### src/hw/rtl/cdq_pkg.sv
// Shared types and constants for the circular deque: opcodes, status codes,
// field widths and the result info struct. No dependencies.
package cdq_pkg;

   localparam int OPCODE_W      = 2;
   localparam int VALUE_W       = 32;
   localparam int STATUS_W      = 2;
   localparam int COUNT_FIELD_W = 5;
   localparam int DEPTH_DEFAULT = 16;

   localparam logic [OPCODE_W-1:0] OP_PUSH_FRONT = 2'd0;
   localparam logic [OPCODE_W-1:0] OP_PUSH_BACK  = 2'd1;
   localparam logic [OPCODE_W-1:0] OP_POP_FRONT  = 2'd2;
   localparam logic [OPCODE_W-1:0] OP_POP_BACK   = 2'd3;

   localparam logic [STATUS_W-1:0] ST_DONE  = 2'd0;
   localparam logic [STATUS_W-1:0] ST_FULL  = 2'd1;
   localparam logic [STATUS_W-1:0] ST_EMPTY = 2'd2;

   // Per-item result fields that do not come out of the ring memory.
   typedef struct packed {
      logic [STATUS_W-1:0]      status;
      logic                     pop_ok;
      logic [COUNT_FIELD_W-1:0] item_count;
      logic                     is_empty;
      logic                     is_full;
   } rsp_info_type;

endpackage

### src/hw/rtl/circular_deque.sv
// Circular double-ended queue over a ring memory of DEPTH words.
// Depends on cdq_pkg, cdq_ctrl and cdq_ring_mem.
//
//   channel  dir  tdata fields (low bit up)                          ready
//   req_     in   opcode[1:0] push_value[33:2], zero pad to 40 bits   req_tready
//   rsp_     out  status[1:0] data_out[33:2] item_count[38:34]       rsp_tready
//                 is_empty[39] is_full[40], zero pad to 48 bits
//
// Rate: one item per cycle while rsp_tready stays high; a result appears in the
// cycle after its item is accepted. The limit is the single ring memory port, used
// by one push write or one pop read per item, with read data registered.
// Reset: synchronous, clears head, tail, count and the output valid; ring
// contents stay undefined until written, pops only reach written entries.
// Stalls: a result held on rsp_ blocks req_ only while rsp_tready is low.
module circular_deque
   import cdq_pkg::*;
#(
   parameter int DEPTH = DEPTH_DEFAULT
) (
   input  logic        clock,
   input  logic        reset,
   input  logic        req_tvalid,
   output logic        req_tready,
   input  logic [39:0] req_tdata,   // opcode, push_value
   output logic        rsp_tvalid,
   input  logic        rsp_tready,
   output logic [47:0] rsp_tdata    // status, data_out, item_count, is_empty, is_full
);

   localparam int ADDR_W = $clog2(DEPTH);
   localparam int CNT_W  = $clog2(DEPTH + 1);

   logic                accept;
   logic [OPCODE_W-1:0] opcode;
   logic [VALUE_W-1:0]  push_value;
   logic                mem_wr_en, mem_rd_en;
   logic [ADDR_W-1:0]   mem_addr;
   logic [VALUE_W-1:0]  mem_wr_data, mem_rd_data;
   logic [VALUE_W-1:0]  data_out;
   rsp_info_type        info, info_ff;
   logic                valid_ff, valid_in;

   // Take a new item whenever the output slot is free or drains this cycle.
   assign req_tready = ~valid_ff | rsp_tready;
   assign accept     = req_tvalid & req_tready;
   assign opcode     = req_tdata[OPCODE_W-1:0];
   assign push_value = req_tdata[OPCODE_W+VALUE_W-1:OPCODE_W];

   cdq_ctrl #(
      .DEPTH  (DEPTH),
      .ADDR_W (ADDR_W),
      .CNT_W  (CNT_W)
   ) u_ctrl (
      .clock       (clock),
      .reset       (reset),
      .accept      (accept),
      .opcode      (opcode),
      .push_value  (push_value),
      .mem_wr_en   (mem_wr_en),
      .mem_rd_en   (mem_rd_en),
      .mem_addr    (mem_addr),
      .mem_wr_data (mem_wr_data),
      .info        (info)
   );

   // Read data lands in the memory's own register on the accept edge and
   // holds there until the next pop, so it stays put while the output stalls.
   cdq_ring_mem #(
      .DEPTH  (DEPTH),
      .ADDR_W (ADDR_W)
   ) u_ring_mem (
      .clock   (clock),
      .wr_en   (mem_wr_en),
      .rd_en   (mem_rd_en),
      .addr    (mem_addr),
      .wr_data (mem_wr_data),
      .rd_data (mem_rd_data)
   );

   // Output slot: advance on accept, drop when taken without a new item.
   always_comb begin
      valid_in = valid_ff;
      if (accept) begin
         valid_in = 1'b1;
      end else if (rsp_tready) begin
         valid_in = 1'b0;
      end
   end

   always_ff @(posedge clock) begin
      if (reset) begin
         valid_ff <= 1'b0;
      end else begin
         valid_ff <= valid_in;
      end
      if (accept) begin
         info_ff <= info;
      end
   end

   // Pushes and refused operations return zero data.
   assign data_out   = info_ff.pop_ok ? mem_rd_data : '0;
   assign rsp_tvalid = valid_ff;
   assign rsp_tdata  = {7'd0, info_ff.is_full, info_ff.is_empty, info_ff.item_count,
                        data_out, info_ff.status};

   // ------------------------------------------------------------------
   // Assertions
   // ------------------------------------------------------------------
   a_not_full_and_empty: assert property (@(posedge clock) disable iff (reset)
      valid_ff |-> !(info_ff.is_full && info_ff.is_empty))
      else $error("result flags full and empty together");

   a_refused_full: assert property (@(posedge clock) disable iff (reset)
      (valid_ff && info_ff.status == ST_FULL) |-> (info_ff.is_full && !info_ff.pop_ok))
      else $error("push refused while deque not full");

   a_refused_empty: assert property (@(posedge clock) disable iff (reset)
      (valid_ff && info_ff.status == ST_EMPTY) |-> (info_ff.is_empty && !info_ff.pop_ok))
      else $error("pop refused while deque not empty");

   a_stall_only_on_backpressure: assert property (@(posedge clock) disable iff (reset)
      !req_tready |-> (rsp_tvalid && !rsp_tready))
      else $error("input stalled without output backpressure");

endmodule

### src/hw/rtl/cdq_ring_mem.sv
// Ring storage of the circular deque: a write port and a read port on one shared
// address, with registered read data. Depends on cdq_pkg.
module cdq_ring_mem
   import cdq_pkg::*;
#(
   parameter int DEPTH  = DEPTH_DEFAULT,
   parameter int ADDR_W = $clog2(DEPTH)
) (
   input  logic               clock,
   input  logic               wr_en,
   input  logic               rd_en,
   input  logic [ADDR_W-1:0]  addr,
   input  logic [VALUE_W-1:0] wr_data,
   output logic [VALUE_W-1:0] rd_data
);

   logic [VALUE_W-1:0] mem_ff [DEPTH];
   logic [VALUE_W-1:0] rd_data_ff;

   always_ff @(posedge clock) begin
      if (wr_en) begin
         mem_ff[addr] <= wr_data;
      end
      if (rd_en) begin
         rd_data_ff <= mem_ff[addr];
      end
   end

   assign rd_data = rd_data_ff;

endmodule

### src/hw/rtl/cdq_ctrl.sv
// Pointer and count control of the circular deque: decodes the opcode,
// checks full and empty, drives the ring memory port. Depends on cdq_pkg.
module cdq_ctrl
   import cdq_pkg::*;
#(
   parameter int DEPTH  = DEPTH_DEFAULT,
   parameter int ADDR_W = $clog2(DEPTH),
   parameter int CNT_W  = $clog2(DEPTH + 1)
) (
   input  logic                clock,
   input  logic                reset,
   input  logic                accept,
   input  logic [OPCODE_W-1:0] opcode,
   input  logic [VALUE_W-1:0]  push_value,
   output logic                mem_wr_en,
   output logic                mem_rd_en,
   output logic [ADDR_W-1:0]   mem_addr,
   output logic [VALUE_W-1:0]  mem_wr_data,
   output rsp_info_type        info
);

   localparam logic [ADDR_W-1:0] LAST_ADDR = ADDR_W'(DEPTH - 1);
   localparam logic [CNT_W-1:0]  FULL_CNT  = CNT_W'(DEPTH);

   logic [ADDR_W-1:0] head_ff, head_in, tail_ff, tail_in;
   logic [ADDR_W-1:0] head_inc, head_dec, tail_inc, tail_dec;
   logic [CNT_W-1:0]  count_ff, count_in;
   logic [CNT_W+COUNT_FIELD_W-1:0] count_ext;
   logic              full, empty, wr_op, rd_op;
   logic [STATUS_W-1:0] status;

   assign full  = (count_ff == FULL_CNT);
   assign empty = (count_ff == '0);

   assign head_inc = (head_ff == LAST_ADDR) ? '0 : head_ff + 1'b1;
   assign head_dec = (head_ff == '0) ? LAST_ADDR : head_ff - 1'b1;
   assign tail_inc = (tail_ff == LAST_ADDR) ? '0 : tail_ff + 1'b1;
   assign tail_dec = (tail_ff == '0) ? LAST_ADDR : tail_ff - 1'b1;

   always_comb begin
      head_in  = head_ff;
      tail_in  = tail_ff;
      count_in = count_ff;
      status   = ST_DONE;
      wr_op    = 1'b0;
      rd_op    = 1'b0;
      mem_addr = head_ff;
      unique case (opcode)
         OP_PUSH_FRONT: begin
            if (full) begin
               status = ST_FULL;
            end else begin
               wr_op    = 1'b1;
               mem_addr = head_dec;
               head_in  = head_dec;
               count_in = count_ff + 1'b1;
            end
         end
         OP_PUSH_BACK: begin
            if (full) begin
               status = ST_FULL;
            end else begin
               wr_op    = 1'b1;
               mem_addr = tail_ff;
               tail_in  = tail_inc;
               count_in = count_ff + 1'b1;
            end
         end
         OP_POP_FRONT: begin
            if (empty) begin
               status = ST_EMPTY;
            end else begin
               rd_op    = 1'b1;
               mem_addr = head_ff;
               head_in  = head_inc;
               count_in = count_ff - 1'b1;
            end
         end
         OP_POP_BACK: begin
            if (empty) begin
               status = ST_EMPTY;
            end else begin
               rd_op    = 1'b1;
               mem_addr = tail_dec;
               tail_in  = tail_dec;
               count_in = count_ff - 1'b1;
            end
         end
         default: begin
            status = ST_DONE;
         end
      endcase
   end

   assign mem_wr_en   = accept & wr_op;
   assign mem_rd_en   = accept & rd_op;
   assign mem_wr_data = push_value;

   // Zero-extend the count and keep its low COUNT_FIELD_W bits; counts above 31 do not fit.
   assign count_ext = {{COUNT_FIELD_W{1'b0}}, count_in};

   always_comb begin
      info.status     = status;
      info.pop_ok     = rd_op;
      info.item_count = count_ext[COUNT_FIELD_W-1:0];
      info.is_empty   = (count_in == '0);
      info.is_full    = (count_in == FULL_CNT);
   end

   always_ff @(posedge clock) begin
      if (reset) begin
         head_ff  <= '0;
         tail_ff  <= '0;
         count_ff <= '0;
      end else if (accept) begin
         head_ff  <= head_in;
         tail_ff  <= tail_in;
         count_ff <= count_in;
      end
   end

endmodule
### config.mk
export PLATFORM = sky130hd
export DESIGN_NAME = circular_deque
export DESIGN_NICKNAME = d
export VERILOG_FILES = /design/src/hw/rtl/cdq_pkg.sv /design/src/hw/rtl/circular_deque.sv /design/src/hw/rtl/cdq_ring_mem.sv /design/src/hw/rtl/cdq_ctrl.sv
export SDC_FILE = /design/constraint.sdc
export NUM_CORES = 1
export LEC_CHECK = 0
export BUFFER_PORTS_ARGS = -buffer_cell sky130_fd_sc_hd__buf_2
export CAP_MARGIN = 15
export CORE_MARGIN = 10
export CORE_UTILIZATION = 40
export DETAILED_ROUTE_END_ITERATION = 6
export HOLD_SLACK_MARGIN = 0.1
export PLACE_DENSITY = 0.61
export REMOVE_ABC_BUFFERS = 1
export SETUP_SLACK_MARGIN = 0.05
export SLEW_MARGIN = 25
export SYNTH_ARGS = -nofsm -noshare
export SYNTH_HDL_FRONTEND = slang
export SYNTH_HIERARCHICAL = 1
export SYNTH_SLANG_ARGS = --single-unit
### constraint.sdc
create_clock -name clock -period 4.9 [get_ports clock]
set_clock_uncertainty 0.2 [all_clocks]
set_input_delay 0.245 -clock clock [delete_from_list [all_inputs] [get_ports clock]]
set_output_delay 0.245 -clock clock [all_outputs]
set_load 0.005 [all_outputs]
Word-level counts from Yosys, hierarchy flattened --
Memory sizes are Yosys's and may differ from the RTL's. A register that Yosys moved wholly into a read port is not among the register bits. Cells that the tools add are included.
Storage, ports and cells: register bits 24, bits in writable memories 512, logic and storage cells 71, memories kept 1
Memories:
- u_ring_mem.mem_ff | words 16, width 32, read ports 1, clocked after memory_dff 1, wr ports 1, line cdq_ring_mem.sv:17 | logic [VALUE_W-1:0] mem_ff [DEPTH];
Cells by class: add/sub/neg operators 6, eq/ne operators 10, muxes and demuxes 28, bitwise operators 5, reduce and logical (&&, ||, !) cells 12
Operators by type and width (number):
- 4-bit two-way mux | 10
- 32-bit two-way mux | 1
- 4-bit case mux with 2 select lines | 2
- 4-bit case mux with 4 select lines | 1
- 5-bit == test, second input constant | 2
- 5-bit logical NOT | 2
- 5-bit two-way mux | 2
- 5-bit case mux with 2 select lines | 1
- 1-bit two-way mux | 9
- 4-bit by 1-bit adder with 4-bit output, second input constant | 2
- 4-bit == test, second input constant | 2
- 4-bit logical NOT | 2
- 4-bit by 1-bit subtractor with 4-bit output, second input constant | 2
- 2-bit inequality test, second input constant | 3
- 2-bit nonzero test | 3
- 5-bit by 1-bit adder with 5-bit output, second input constant | 1
- 5-bit by 1-bit subtractor with 5-bit output, second input constant | 1
- 2-bit == test, second input constant | 2
- 2-bit case mux with 2 select lines | 1
- 4-bit AND reduction | 1
- 2-bit OR reduction | 2
- 1-bit bitwise AND | 3
- 3-bit AND reduction | 1
- 2-bit by 1-bit == test with 1-bit output, second input constant | 1
- 4 further kinds | 4

Longest topological paths before layout --
depth after elaboration 6, mapped depth 14, depth with buffers taken out 10

By module --
Netlist, hierarchy kept.
Modules (own cells, without submodules):
- cdq_ring_mem | instances 1, cells an instance 840, area an instance 20183.1 µm², sequential area each 16335.7 µm²
- cdq_ctrl | instances 1, cells an instance 230, area an instance 1632.8 µm², sequential area each 260.2 µm²
- circular_deque | instances 1, cells an instance 67, area an instance 720.7 µm², sequential area each 320.3 µm²

Worst setup path before layout --
OpenSTA, ideal clock, no wires.
path kind register -> register, start reg u_ctrl.count_ff[0], end mem u_ring_mem.mem_ff[0][0] (enable), setup time 461 ps, data arrival time 4511 ps, required time 4239 ps, setup slack -272 ps, cell stages (with the launch flop) 10, path buffers 0, clock period less this slack 5172 ps, path through dfxtp_1 -> inv_1 -> ha_1 -> nor3b_1 -> nand2_1 -> o221ai_1 -> a21oi_1 -> o21bai_1 -> or3b_2 -> nor3_1
Between the ends: elaborated cells on any way between the ends 11, those cells by class eq/ne: 1; mux: 8; bitwise: 1; reduce/logical: 1
RTL lines:
- from (decl) | line cdq_ctrl.sv:27 | logic [CNT_W-1:0] count_ff, count_in;
- from (signal assigned) | line cdq_ctrl.sv:118 | count_ff <= count_in;
- 5-bit == test or 5-bit logical NOT (tied branches) | line cdq_ctrl.sv:32, cdq_ctrl.sv:33
- 4-bit two-way mux (on tied branches)
- 4-bit case mux with 4 select lines * | line cdq_ctrl.sv:48 | unique case (opcode)
- named net mem_addr[2] | line circular_deque.sv:37 | logic [ADDR_W-1:0] mem_addr;
- to (decl) | line cdq_ring_mem.sv:17
The timed path passes the listed nets; every way through them passes the cells marked *.

Worst setup path after layout --
start reg u_ctrl.count_ff[0], end mem u_ring_mem.mem_ff[7][20] (enable)
Same word-level chain as after synthesis.

==> key figures <==
Synth
  • Top FF cell, synth: edfxtp_1
  • EDFF count, synth: 554
  • Share of async-settable or async-resettable flops after synthesis: 0%
  • Synth area leaders: edfxtp_1 74%, mux4_2 13%, a22oi_1 2.2%
  • Netlist area before placement: 0.0225 sq mm
  • Synthesized area per cell: 19.8 sq um
  • Synth Instances: 1137
  • Seq/Total Area, Yosys: 75.1%
  • Yosys Warn Count: 6
  • Netlist cell types: 59
  • Area share of the largest cell type after synthesis: 73.8%
  • Area leader, netlist: edfxtp_1
  • Synth Register Bits: 568

Finish
  • Nets@finish: 1295
  • Final core utilization: 47.3%
  • Share of layout cells above drive strength 1: 30.7%
  • Area Overhead vs Synth: 16.4%

STA
  • Period minus WS final: 4390 ps
  • RSZ-0062 raised after global routing: false
  • Period utilisation layout: 89.5%
  • FMAX: 228 MHz
  • Final Max Tran Viols: 0
  • Rel. slew slack: 39.6%
  • Worst hold slack: 200 ps
  • Final Hold Fails: 0
  • Setup WS post-layout: 513 ps
  • Final setup viols: 0
  • Worst-Margin Slew: 905 ps

Routing
  • DRC: 0
  • Wire per inst: 23.2 um
  • Length of routed wiring on met1: 21000 um
  • Met2 Routed Length: 23200 um
  • Initial DRC Count: 827
  • Total routed wirelength: 47300 um
  • Met3 routed WL: 2270 um
  • DRT antenna net count: 0
  • Top Metal Used: met5
  • Vias: 10900
  • 1st-pass router iterations: 5
  • Via density: 5.34

Global routing
  • Vias in the first global route: 11300
  • Initial antenna violation count: 2
  • Total track usage: 14.2%
  • First-pass GRT wire length: 71900 um
  • Global route total overflow: 0
  • Largest net degree at the start of global routing: 63

Clock network
  • CTS buffer count: 57
  • H-tree levels: 2
  • Longest Clk Path Bufs: 3
  • CTS tree: built
  • Clock transition at path regs: 60 ps
  • CTS Root Cell: clkbuf_16
  • Post-CTS setup buffers: 0
  • Latest clock arrival within the worst-skew pair: 620 ps
  • Clock sink count: 568

Worst hold path
  • Hold Path Class: primary input to flop

Floorplanning
  • Starting Density: 40.7%
  • Die Width: 257 um
  • Die area: 0.0662 sq mm
  • Row Count: 86
  • # IOs: 94
  • Die Height: 257 um
  • Core area: 0.0554 sq mm

Worst setup path
  • Worst EP arrival: 4470 ps
  • WS Path Type: flop to flop
  • Critical path's top delay family: simple AND/OR/NAND/NOR gates
  • Critical Path RT: 4980 ps
  • Startpoint types: flop
  • Critical-path cell list: inv_1, ha_1, nor3b_1, nand2_1, a32o_1, a21oi_4, buf_12, nand2_1, nor2_4, buf_12
  • Worst Path Max Fanout: 62
  • Slowest-stage cell, CP: nor3b_1
  • WP buf/inv: 3
  • Crit path largest cell delay: 600 ps
  • CP Capture Type: flop
  • R2R Setup Slk: 510 ps

Placed design
  • Placement Setup Slack: 429 ps
  • Post-DP HPWL: 25700 um
  • Routability cong.: 0.723
  • Port bufs: 80

Pwr
  • Max VDD drop: 0.000262 V
  • Leak Pwr: 0.00847 uW
  • Power, Total: 11300 uW
  • Pwr Density: 431 mW/mm^2

Status
  • Status: finished, final reports clean

Job
  • Max_cap viols: 0
placed cells by master, fill, tap and decap left out, drive strengths merged, types with 6 or more instances in the layout:
| master | netlist | routed |
|---|---|---|
| a21oi | 17 | 17 |
| a22oi | 65 | 65 |
| and2 | 35 | 35 |
| buf | 74 | 118 |
| bufinv | 0 | 8 |
| clkbuf | 39 | 67 |
| clkinv | 0 | 24 |
| conb | 1 | 7 |
| dfxtp | 14 | 14 |
| dlygate4sd3 | 0 | 37 |
| edfxtp | 554 | 554 |
| ha | 7 | 7 |
| inv | 15 | 19 |
| mux4 | 128 | 128 |
| nand2 | 49 | 49 |
| nand2b | 7 | 7 |
| nand3b | 6 | 6 |
| nor2 | 37 | 37 |
| o21ai | 17 | 17 |
path summary, 6_finish.rpt:
kind / startpoint / cells past startpoint / end
worst max register to register: u_ctrl/count_ff[0] / 10 / u_ring_mem/mem_ff[7][20]
worst max-delay path: u_ctrl/count_ff[0] / 10 / u_ring_mem/mem_ff[7][20]
worst min register to register: u_ctrl/tail_ff[2] / 2 / u_ctrl/tail_ff[2]
worst min-delay path: rsp_tready / 5 / u_ctrl/count_ff[2]
synthesized netlist by cell type, types with 14 or more instances:
library cell	n
a22oi_1	65
edfxtp_1	554
dfxtp_1	14
a21oi_1	16
o21ai_0	17
mux4_2	128
inv_1	15
nand2_1	49
buf_2	17
clkbuf_1	36
nor2_1	37
buf_4	50
and2_2	32
logic make-up after synthesis:
kind of cell,after synthesis,synth area share [%]
xor gates and xnor gates,5,0.194
and+or+nand+nor,165,3.95
AOI/OAI and AO/OA,130,4.06
adders and majority gates,7,0.389
buffers and inverters,128,3.31
DFF,568,75.1
other,1,0.0166
muxes,133,13.0
flip-flops by register name (all words and copies together) (netlist names):
register,cells
info_ff,1
rsp_tdata,9
rsp_tvalid,1
u_ctrl/count_ff,5
u_ctrl/head_ff,4
u_ctrl/tail_ff,4
u_ring_mem/mem_ff,512
u_ring_mem/rd_data,32
routing by layer:
layer	vias to the layer above	global-route usage, %
met5	-	0
met4	4	4.23
met3	66	2.43
met2	266	23.2
met1	5766	19.3
li1	4812	-
final cells by class:
class / instances / area [sq um]
Timing Repair Buffer: 155 / 1310
Sequential cell: 568 / 16900
Antenna cell: 1 / 2.50
Inverter: 15 / 56.3
Clock buffer: 67 / 1490
Tap cell: 748 / 936
Fill cell: 4598 / 29200
Multi-Input combinational cell: 447 / 5070
Clock inverter: 41 / 448
worst register-to-register path: cells and delay by family, from the launching register on:
family / cells / cell delay (ps)
AND/OR/NAND/NOR: 4 / 1450
AO/OA/AOI/OAI: 2 / 930
buffers and inverters: 3 / 850
flip-flops: 1 / 340
adder cells (fa/ha/maj): 1 / 280
power by group:
group          internal, uW  total (uW)  switching [uW]  leakage, uW
clock                  2600        4440            1840     0.000933
sequential             5470        5510            40.8      0.00512
combinational           611        1350             740      0.00242
what timing repair did:
item	CTS	global route
hold buffers	37	0
hold endpoints to repair	538	0
endpoints found under the setup margin	0	0
gates resized for setup	0	0
per-stage QoR:
step / std cells / setup TNS, ps / cell area (sq um)
after floorplan: 1030 / -9875210 / 21900
after global placement: 1896 / 0 / 23900
after detailed placement: 1896 / 0 / 23900
after CTS: 2041 / 0 / 26200
after global routing: 2041 / 0 / 26200
final: 2042 / 0 / 26200
No activity file was read; power rests on OpenSTA's default activity.
